--- config.mk ---
export PLATFORM = sky130hd
export DESIGN_NAME = gdl90_tx_framer_unit
export DESIGN_NICKNAME = d
export VERILOG_FILES = /design/src/rtl/gtf_pkg.sv /design/src/rtl/gdl90_tx_framer_unit.sv /design/src/rtl/gtf_queue.sv /design/src/rtl/gtf_front.sv /design/src/rtl/gtf_back.sv
export VERILOG_INCLUDE_DIRS = /design/src /design/src/rtl
export SDC_FILE = /design/constraint.sdc
export NUM_CORES = 1
export LEC_CHECK = 0
export BUFFER_PORTS_ARGS = -buffer_cell sky130_fd_sc_hd__buf_2
export CORE_ASPECT_RATIO = 0.5
export CORE_MARGIN = 4
export CORE_UTILIZATION = 60
export DETAILED_ROUTE_END_ITERATION = 8
export PLACE_DENSITY = 0.78
export SETUP_SLACK_MARGIN = 0.5
export SLEW_MARGIN = 20
export SYNTH_ARGS = -nofsm -noshare
export SYNTH_HDL_FRONTEND = slang
export SYNTH_SLANG_ARGS = --single-unit
--- constraint.sdc ---
create_clock -name i_clk -period 6.85 [get_ports i_clk]
set_input_delay 0 -clock i_clk [delete_from_list [all_inputs] [get_ports i_clk]]
set_output_delay 0 -clock i_clk [all_outputs]
set_load 0.05 [all_outputs]
--- src/rtl/gdl90_tx_framer_unit_assert.svh ---
// Assertion macros for the framer RTL.
// No dependencies; included by files that carry concurrent assertions.
`ifndef GDL90_TX_FRAMER_UNIT_ASSERT_SVH
`define GDL90_TX_FRAMER_UNIT_ASSERT_SVH

// Same-cycle implication, disabled while reset is asserted.
`define GTF_ASSERT_NOW(label, clk, rst_n, ante, cons) \
    label: assert property (@(posedge clk) disable iff (!(rst_n)) (ante) |-> (cons)) \
        else $error("gdl90 framer: assertion failed");

// Next-cycle implication, disabled while reset is asserted.
`define GTF_ASSERT_NEXT(label, clk, rst_n, ante, cons) \
    label: assert property (@(posedge clk) disable iff (!(rst_n)) (ante) |=> (cons)) \
        else $error("gdl90 framer: assertion failed");

`endif

--- src/rtl/gtf_pkg.sv ---
// Package for the GDL90 transmit framer: payload structs, config codes,
// queue command type and CRC-16 CCITT helpers. No dependencies.
package gtf_pkg;

    localparam int CFG_IDX_W = 2;

    localparam logic [CFG_IDX_W-1:0] REG_FLAG   = 2'd0;
    localparam logic [CFG_IDX_W-1:0] REG_ESCAPE = 2'd1;
    localparam logic [CFG_IDX_W-1:0] REG_MASK   = 2'd2;

    localparam logic [7:0]  FLAG_RESET   = 8'h7E;
    localparam logic [7:0]  ESCAPE_RESET = 8'h7D;
    localparam logic [7:0]  MASK_RESET   = 8'h20;
    localparam logic [15:0] CRC_POLY     = 16'h1021;
    localparam logic [15:0] CRC_TOP      = 16'h8000;

    typedef struct packed {
        logic [7:0] msg_byte;
        logic       end_of_message;
    } t_in_item;

    typedef struct packed {
        logic [7:0] out_byte;
        logic       frame_end;
    } t_out_item;

    typedef struct packed {
        logic [7:0] flag_value;
        logic [7:0] escape_value;
        logic [7:0] escape_mask;
    } t_cfg;

    // One classified message byte, queued between front and back.
    typedef struct packed {
        logic        open;       // opening flag goes first
        logic [7:0]  data;
        logic        data_esc;
        logic        last;       // CRC trailer and closing flag follow
        logic [15:0] crc;
        logic        lo_esc;
        logic        hi_esc;
    } t_cmd;

    typedef enum logic [3:0] {
        S_IDLE,
        S_OPEN,
        S_ESC,
        S_DATA,
        S_LO_ESC,
        S_LO,
        S_HI_ESC,
        S_HI,
        S_CLOSE
    } t_back_state;

    function automatic logic [15:0] crc_table_entry(input logic [7:0] idx);
        logic [15:0] c;
        c = {idx, 8'h00};
        for (int k = 0; k < 8; k++) begin
            c = ((c & CRC_TOP) != 16'h0000) ? ((c << 1) ^ CRC_POLY) : (c << 1);
        end
        return c;
    endfunction

    function automatic logic [15:0] crc_update(input logic [15:0] crc,
                                               input logic [7:0]  b);
        return crc_table_entry(crc[15:8]) ^ {crc[7:0], 8'h00} ^ {8'h00, b};
    endfunction

    function automatic logic needs_escape(input logic [7:0] b, input t_cfg cfg);
        return (b == cfg.flag_value) || (b == cfg.escape_value);
    endfunction

endpackage

--- src/rtl/gdl90_tx_framer_unit.sv ---
// GDL90 transmit framer: opening flag, byte stuffing, CRC-16 trailer, closing flag.
// Each input byte is queued, popped into the back end's command and state registers,
// then registered. Throughput: one input byte per cycle until the queue fills;
// output one byte per cycle while not stalled and not idle, 1 to 8 per input.
// Reset (synchronous, active low): no frame open, CRC zero, queue empty,
// registers at flag 0x7E, escape 0x7D, mask 0x20.
module gdl90_tx_framer_unit #(
    parameter int QUEUE_DEPTH = 4
) (
    input  logic                       i_clk,
    input  logic                       i_rst_n,
    input  logic                       i_in_valid,
    output logic                       o_in_ready,
    input  gtf_pkg::t_in_item          i_in_data,
    output logic                       o_out_valid,
    input  logic                       i_out_ready,
    output gtf_pkg::t_out_item         o_out_data,
    input  logic                       i_cfg_valid,
    output logic                       o_cfg_ready,
    input  logic [gtf_pkg::CFG_IDX_W-1:0] i_cfg_index,
    input  logic [7:0]                 i_cfg_data
);
    import gtf_pkg::*;

    t_cfg r_cfg;
    t_cmd push_cmd, head_cmd;
    logic push, pop, full, empty;

    assign o_cfg_ready = 1'b1;

    // unknown indexes are dropped
    always_ff @(posedge i_clk) begin
        if (!i_rst_n) begin
            r_cfg.flag_value   <= FLAG_RESET;
            r_cfg.escape_value <= ESCAPE_RESET;
            r_cfg.escape_mask  <= MASK_RESET;
        end else if (i_cfg_valid) begin
            case (i_cfg_index)
                REG_FLAG:   r_cfg.flag_value   <= i_cfg_data;
                REG_ESCAPE: r_cfg.escape_value <= i_cfg_data;
                REG_MASK:   r_cfg.escape_mask  <= i_cfg_data;
                default:    r_cfg <= r_cfg;
            endcase
        end
    end

    gtf_front u_front (
        .i_clk      (i_clk),
        .i_rst_n    (i_rst_n),
        .i_in_valid (i_in_valid),
        .o_in_ready (o_in_ready),
        .i_in_data  (i_in_data),
        .i_cfg      (r_cfg),
        .i_full     (full),
        .o_push     (push),
        .o_cmd      (push_cmd)
    );

    gtf_queue #(
        .DEPTH (QUEUE_DEPTH)
    ) u_queue (
        .i_clk   (i_clk),
        .i_rst_n (i_rst_n),
        .i_push  (push),
        .i_cmd   (push_cmd),
        .o_full  (full),
        .i_pop   (pop),
        .o_empty (empty),
        .o_head  (head_cmd)
    );

    gtf_back u_back (
        .i_clk       (i_clk),
        .i_rst_n     (i_rst_n),
        .i_cfg       (r_cfg),
        .i_empty     (empty),
        .i_head      (head_cmd),
        .o_pop       (pop),
        .o_out_valid (o_out_valid),
        .i_out_ready (i_out_ready),
        .o_out_data  (o_out_data)
    );

endmodule

--- src/rtl/gtf_queue.sv ---
// Short command queue between the framer front and back ends.
// Depends on gtf_pkg (t_cmd) and the assertion macros.
`include "gdl90_tx_framer_unit_assert.svh"

module gtf_queue #(
    parameter int DEPTH = 4
) (
    input  logic          i_clk,
    input  logic          i_rst_n,
    input  logic          i_push,
    input  gtf_pkg::t_cmd i_cmd,
    output logic          o_full,
    input  logic          i_pop,
    output logic          o_empty,
    output gtf_pkg::t_cmd o_head
);
    import gtf_pkg::*;

    localparam int AW = (DEPTH > 1) ? $clog2(DEPTH) : 1;
    localparam int CW = $clog2(DEPTH + 1);
    localparam logic [AW-1:0] LAST_PTR = AW'(DEPTH - 1);
    localparam logic [CW-1:0] FULL_CNT = CW'(DEPTH);

    t_cmd          r_mem [DEPTH];
    logic [AW-1:0] r_wr_ptr, n_wr_ptr;
    logic [AW-1:0] r_rd_ptr, n_rd_ptr;
    logic [CW-1:0] r_count, n_count;

    assign o_full  = (r_count == FULL_CNT);
    assign o_empty = (r_count == '0);
    assign o_head  = r_mem[r_rd_ptr];

    always_comb begin
        n_wr_ptr = r_wr_ptr;
        n_rd_ptr = r_rd_ptr;
        n_count  = r_count;
        if (i_push) begin
            n_wr_ptr = (r_wr_ptr == LAST_PTR) ? '0 : r_wr_ptr + 1'b1;
        end
        if (i_pop) begin
            n_rd_ptr = (r_rd_ptr == LAST_PTR) ? '0 : r_rd_ptr + 1'b1;
        end
        if (i_push && !i_pop) begin
            n_count = r_count + 1'b1;
        end else if (!i_push && i_pop) begin
            n_count = r_count - 1'b1;
        end
    end

    always_ff @(posedge i_clk) begin
        if (!i_rst_n) begin
            r_wr_ptr <= '0;
            r_rd_ptr <= '0;
            r_count  <= '0;
        end else begin
            r_wr_ptr <= n_wr_ptr;
            r_rd_ptr <= n_rd_ptr;
            r_count  <= n_count;
        end
    end

    always_ff @(posedge i_clk) begin
        if (i_push) begin
            r_mem[r_wr_ptr] <= i_cmd;
        end
    end

    `GTF_ASSERT_NOW(a_no_overflow, i_clk, i_rst_n, i_push, r_count != FULL_CNT)
    `GTF_ASSERT_NOW(a_no_underflow, i_clk, i_rst_n, i_pop, r_count != '0)
    `GTF_ASSERT_NEXT(a_count_up, i_clk, i_rst_n, i_push && !i_pop, r_count == CW'($past(r_count) + 1'b1))

endmodule

--- src/rtl/gtf_front.sv ---
// Front end: accepts message bytes, updates the running CRC and classifies
// each byte into a queue command. Depends on gtf_pkg.
module gtf_front (
    input  logic              i_clk,
    input  logic              i_rst_n,
    input  logic              i_in_valid,
    output logic              o_in_ready,
    input  gtf_pkg::t_in_item i_in_data,
    input  gtf_pkg::t_cfg     i_cfg,
    input  logic              i_full,
    output logic              o_push,
    output gtf_pkg::t_cmd     o_cmd
);
    import gtf_pkg::*;

    logic        r_in_frame, n_in_frame;
    logic [15:0] r_crc, n_crc;
    logic [15:0] crc_upd;

    assign o_in_ready = !i_full;
    assign o_push     = i_in_valid && !i_full;

    // crc is held at zero between frames, so no reload on open
    assign crc_upd = crc_update(r_crc, i_in_data.msg_byte);

    always_comb begin
        o_cmd.open     = !r_in_frame;
        o_cmd.data     = i_in_data.msg_byte;
        o_cmd.data_esc = needs_escape(i_in_data.msg_byte, i_cfg);
        o_cmd.last     = i_in_data.end_of_message;
        o_cmd.crc      = crc_upd;
        o_cmd.lo_esc   = needs_escape(crc_upd[7:0], i_cfg);
        o_cmd.hi_esc   = needs_escape(crc_upd[15:8], i_cfg);
    end

    always_comb begin
        n_in_frame = r_in_frame;
        n_crc      = r_crc;
        if (o_push) begin
            if (i_in_data.end_of_message) begin
                n_in_frame = 1'b0;
                n_crc      = '0;
            end else begin
                n_in_frame = 1'b1;
                n_crc      = crc_upd;
            end
        end
    end

    always_ff @(posedge i_clk) begin
        if (!i_rst_n) begin
            r_in_frame <= 1'b0;
            r_crc      <= '0;
        end else begin
            r_in_frame <= n_in_frame;
            r_crc      <= n_crc;
        end
    end

endmodule

--- src/rtl/gtf_back.sv ---
// Back end: walks each queued command through flag, stuffed byte, CRC
// trailer and closing flag, one byte per unstalled cycle. Uses gtf_pkg.
module gtf_back (
    input  logic               i_clk,
    input  logic               i_rst_n,
    input  gtf_pkg::t_cfg      i_cfg,
    input  logic               i_empty,
    input  gtf_pkg::t_cmd      i_head,
    output logic               o_pop,
    output logic               o_out_valid,
    input  logic               i_out_ready,
    output gtf_pkg::t_out_item o_out_data
);
    import gtf_pkg::*;

    t_back_state r_state, n_state, seq_next;
    t_cmd        r_cmd;
    t_out_item   r_out, emit_item;
    logic        r_out_valid;
    logic        emit;

    function automatic t_back_state first_state(input t_cmd c);
        if (c.open) begin
            return S_OPEN;
        end
        return c.data_esc ? S_ESC : S_DATA;
    endfunction

    // output slot is free or drains this cycle
    assign emit = (r_state != S_IDLE) && (!r_out_valid || i_out_ready);

    // next state
    always_comb begin
        case (r_state)
            S_OPEN:   seq_next = r_cmd.data_esc ? S_ESC : S_DATA;
            S_ESC:    seq_next = S_DATA;
            S_DATA: begin
                if (r_cmd.last) begin
                    seq_next = r_cmd.lo_esc ? S_LO_ESC : S_LO;
                end else begin
                    seq_next = S_IDLE;
                end
            end
            S_LO_ESC: seq_next = S_LO;
            S_LO:     seq_next = r_cmd.hi_esc ? S_HI_ESC : S_HI;
            S_HI_ESC: seq_next = S_HI;
            S_HI:     seq_next = S_CLOSE;
            S_CLOSE:  seq_next = S_IDLE;
            default:  seq_next = S_IDLE;
        endcase

        o_pop   = 1'b0;
        n_state = r_state;
        if (r_state == S_IDLE) begin
            if (!i_empty) begin
                o_pop   = 1'b1;
                n_state = first_state(i_head);
            end
        end else if (emit) begin
            if (seq_next != S_IDLE) begin
                n_state = seq_next;
            end else if (!i_empty) begin
                o_pop   = 1'b1;
                n_state = first_state(i_head);
            end else begin
                n_state = S_IDLE;
            end
        end
    end

    // outputs
    always_comb begin
        emit_item.frame_end = 1'b0;
        case (r_state)
            S_OPEN:   emit_item.out_byte = i_cfg.flag_value;
            S_ESC:    emit_item.out_byte = i_cfg.escape_value;
            S_DATA:   emit_item.out_byte = r_cmd.data
                                         ^ (r_cmd.data_esc ? i_cfg.escape_mask : 8'h00);
            S_LO_ESC: emit_item.out_byte = i_cfg.escape_value;
            S_LO:     emit_item.out_byte = r_cmd.crc[7:0]
                                         ^ (r_cmd.lo_esc ? i_cfg.escape_mask : 8'h00);
            S_HI_ESC: emit_item.out_byte = i_cfg.escape_value;
            S_HI:     emit_item.out_byte = r_cmd.crc[15:8]
                                         ^ (r_cmd.hi_esc ? i_cfg.escape_mask : 8'h00);
            S_CLOSE: begin
                emit_item.out_byte  = i_cfg.flag_value;
                emit_item.frame_end = 1'b1;
            end
            default:  emit_item.out_byte = i_cfg.flag_value;
        endcase
    end

    always_ff @(posedge i_clk) begin
        if (!i_rst_n) begin
            r_state     <= S_IDLE;
            r_out_valid <= 1'b0;
        end else begin
            r_state <= n_state;
            if (emit) begin
                r_out_valid <= 1'b1;
            end else if (i_out_ready) begin
                r_out_valid <= 1'b0;
            end
        end
    end

    always_ff @(posedge i_clk) begin
        if (o_pop) begin
            r_cmd <= i_head;
        end
        if (emit) begin
            r_out <= emit_item;
        end
    end

    assign o_out_valid = r_out_valid;
    assign o_out_data  = r_out;

endmodule
==> flow_metrics.tcl <==
set metrics [dict create \
    total_power_mw 3.80 \
    grt_pass1_vias 5355 \
    syn_to_final_growth_pct 12.8 \
    leakage_nw 3.59 \
    drt-total-wl_mm 20.2 \
    powerDensity_nw_per_um2 372 \
    vias_per_cell 6.02 \
    drive_gt1_frac 0.148 \
    vias 5490 \
    synth_area_leader_cell "edfxtp_1" \
    r2r-start "u_back.r_state[0]" \
    grt_pass1_wl_mm 30.9 \
    yosys_warnings 0 \
    nFillCells 947 \
    fp.dieW_um 182 \
    synthesis.area_um2 9060 \
    async_reset_ff_frac 0 \
    ys_seq_area_frac 0.628 \
    fp-row-count 31 \
    synthTopCellsByCount "153 x edfxtp_1, 71 x nand2_1, 55 x dfxtp_1" \
    clock.fmax_ghz 0.288 \
    die_y_um 94.9 \
    hold_class "in2reg" \
    worst_pin_slew_ns 0.990 \
    place.gp.congestion 0.888 \
    grt_overflow 0 \
    synthCells 653 \
    antenna_found_initial 0 \
    hpwl_mm 13.3 \
    crit_arrival_ns 3.89 \
    irDropWorstVdd_v 0.000166 \
    tritoncts "done" \
    yosysMostFrequentCell "edfxtp_1" \
    avgSynthCellArea_um2 13.9 \
    syn_nets 684 \
    cp_max_fo 31 \
    track_usage 0.237 \
    fin_area_um2 10200 \
    start_util 0.620 \
    synth_area_leaders "edfxtp_1 51%, dfxtp_1 12%, mux4_2 7.2%, xor2_1 4.8%, xnor2_1 4.3%" \
    startpoint_type "flop" \
    tns_ns 0 \
    ys_types 54 \
    clk_path_buf_depth 3 \
    outcome "finished, final reports clean" \
    drt_first_pass_iters 5 \
    relSlewSlack 0.337 \
    synth_top_area_share 0.507 \
    worst_slack_ns 3.37 \
    placement.io_buffers 34 \
    coreArea_um2 14600 \
    htree_levels 1 \
    crit_path_start "u_back.r_state[0]" \
    finalMaxSlewViolations 0 \
    fin_crit_ns 3.48 \
    rsz0062_at_grt "false" \
    postRouteAntennaNets 0 \
    ys_ff_latch 208 \
    crit_type "reg2reg" \
    finalCritPeriodShare 0.507 \
    skew_ns 0.0164 \
    numCtsBuffers 19 \
    final_util 0.699 \
    cts.clk_slew.worst_paths_ns 0.07 \
    die_area_um2 17300 \
    hold_violations 0 \
    hold_path.startpoint "i_rst_n" \
    drt_iter0_markers 597 \
    wl_per_cell_um 22.1 \
    antenna_cells 0 \
    synth_edf_count 153 \
    clock-sinks 208 \
    nets 733 \
    clkLatencyLatePin_ns 0.49 \
    placed_area_um2 9350 \
    ys.flop_type "edfxtp_1" \
    finalSetupViolations 0 \
    required_ns 7.27 \
    pre_cts_ws_ns 3.44 \
    cp-end-kind "flop" \
    root_buffer "clkbuf_16" \
    io_pins 36 \
    cap_viol_max_count 0 \
    grt_max_degree 56 \
    drc 0 \
]
-- registers in the layout (all words and copies together), names as in the netlist, named ones only --
name,flops
r_cfg,24
u_back.o_out_data,9
u_back.o_out_valid,1
u_back.r_cmd,28
u_back.r_state,4
u_front.r_crc,16
u_front.r_in_frame,1
u_queue.r_count,3
u_queue.r_mem,116
u_queue.r_rd_ptr,2
u_queue.r_wr_ptr,2
-- cells by family (layout without fill, tap and decap cells) --
family	count (synthesis)	after routing	share of synthesized area
AOI/OAI and AO/OA	76	76	0.0554
xor gates and xnor gates	98	98	0.100
adders and majority gates	7	7	0.0105
buffers and inverters	58	119	0.0275
DFF	208	208	0.628
muxes	40	40	0.0843
other	1	1	0.000414
and+or+nand+nor	165	165	0.0932
-- area by class of cell --
cell class / count / area (um^2) / area share
Clock inverter: 8 / 70.1 / 0.00686
Inverter: 18 / 67.6 / 0.00661
Timing Repair Buffer: 68 / 495 / 0.0485
Sequential cell: 208 / 5700 / 0.557
Clock buffer: 25 / 518 / 0.0507
Tap cell: 198 / 248 / 0.0242
Multi-Input combinational cell: 387 / 3120 / 0.306
-- layout by cell type, fill, tap and decap left out, types with 7 or more instances in the layout --
cell / netlist / layout
nor3_1: 7 / 7
edfxtp_1: 153 / 153
nor2_1: 13 / 13
nor2b_1: 28 / 28
mux4_2: 29 / 29
dlygate4sd3_1: 0 / 28
a21oi_1: 9 / 9
clkbuf_16: 0 / 19
and3_1: 11 / 11
xnor2_1: 44 / 44
o21ai_0: 13 / 13
a21boi_0: 9 / 9
a22oi_1: 12 / 12
inv_1: 18 / 18
dfxtp_1: 55 / 54
o22ai_1: 18 / 18
nand3_1: 8 / 8
xor2_1: 50 / 50
nand2_1: 71 / 71
mux2i_1: 10 / 10
buf_2: 10 / 34
-- worst max-delay path, stage by stage (launching register included) --
cell and delay [ns]:
dfxtp_1 0.78, nand4bb_1 0.50, nor3b_1 0.32, nor3_1 0.11, and2_4 0.30, inv_1 0.13
ha_1 0.19, inv_1 0.06, fa_1 0.37, xor2_1 0.16, or3_1 0.31, a21boi_0 0.16
-- worst paths after layout --
kind                         to  slack [ns]  cells after the start
max          u_queue.r_count[2]        3.37                     11
min reg2reg                flop        0.49                      2
min                   r_cfg[19]        0.13                      2
max reg2reg  u_queue.r_count[2]        3.37                     11
-- metrics by stage --
step / std cells / hold slack [ns]
2_1_floorplan: 653 / 0.0989
3_3_place_gp: 851 / 0.245
3_5_place_dp: 851 / 0.249
4_1_cts: 909 / 0.000919
5_1_grt: 912 / 0.170
6_report: 912 / 0.134
-- what timing repair did --
action	in CTS	in global routing
hold endpoints to repair	64	3
buffers inserted	0	0
hold buffers	25	3
resized for setup	0	0
-- metal layers --
layer | GRT usage | wire (um) | part of all wire | vias up
li1 | - | - | - | 2465
met1 | 0.354 | 9060 | 0.45 | 2745
met2 | 0.354 | 8760 | 0.43 | 255
met3 | 0.0669 | 2020 | 0.10 | 25
met4 | 0.0487 | 317 | 0.016 | 0
met5 | 0 | 0 | 0 | -
-- where the power goes --
| part | internal, mW | switching [mW] | leakage [nW] |
|---|---|---|---|
| clock | 0.573 | 0.439 | 0.291 |
| combinational | 0.364 | 0.614 | 1.41 |
| sequential | 1.66 | 0.151 | 1.89 |
| total | 2.60 | 1.20 | 3.59 |
No activity file was read; power rests on OpenSTA's default activity.
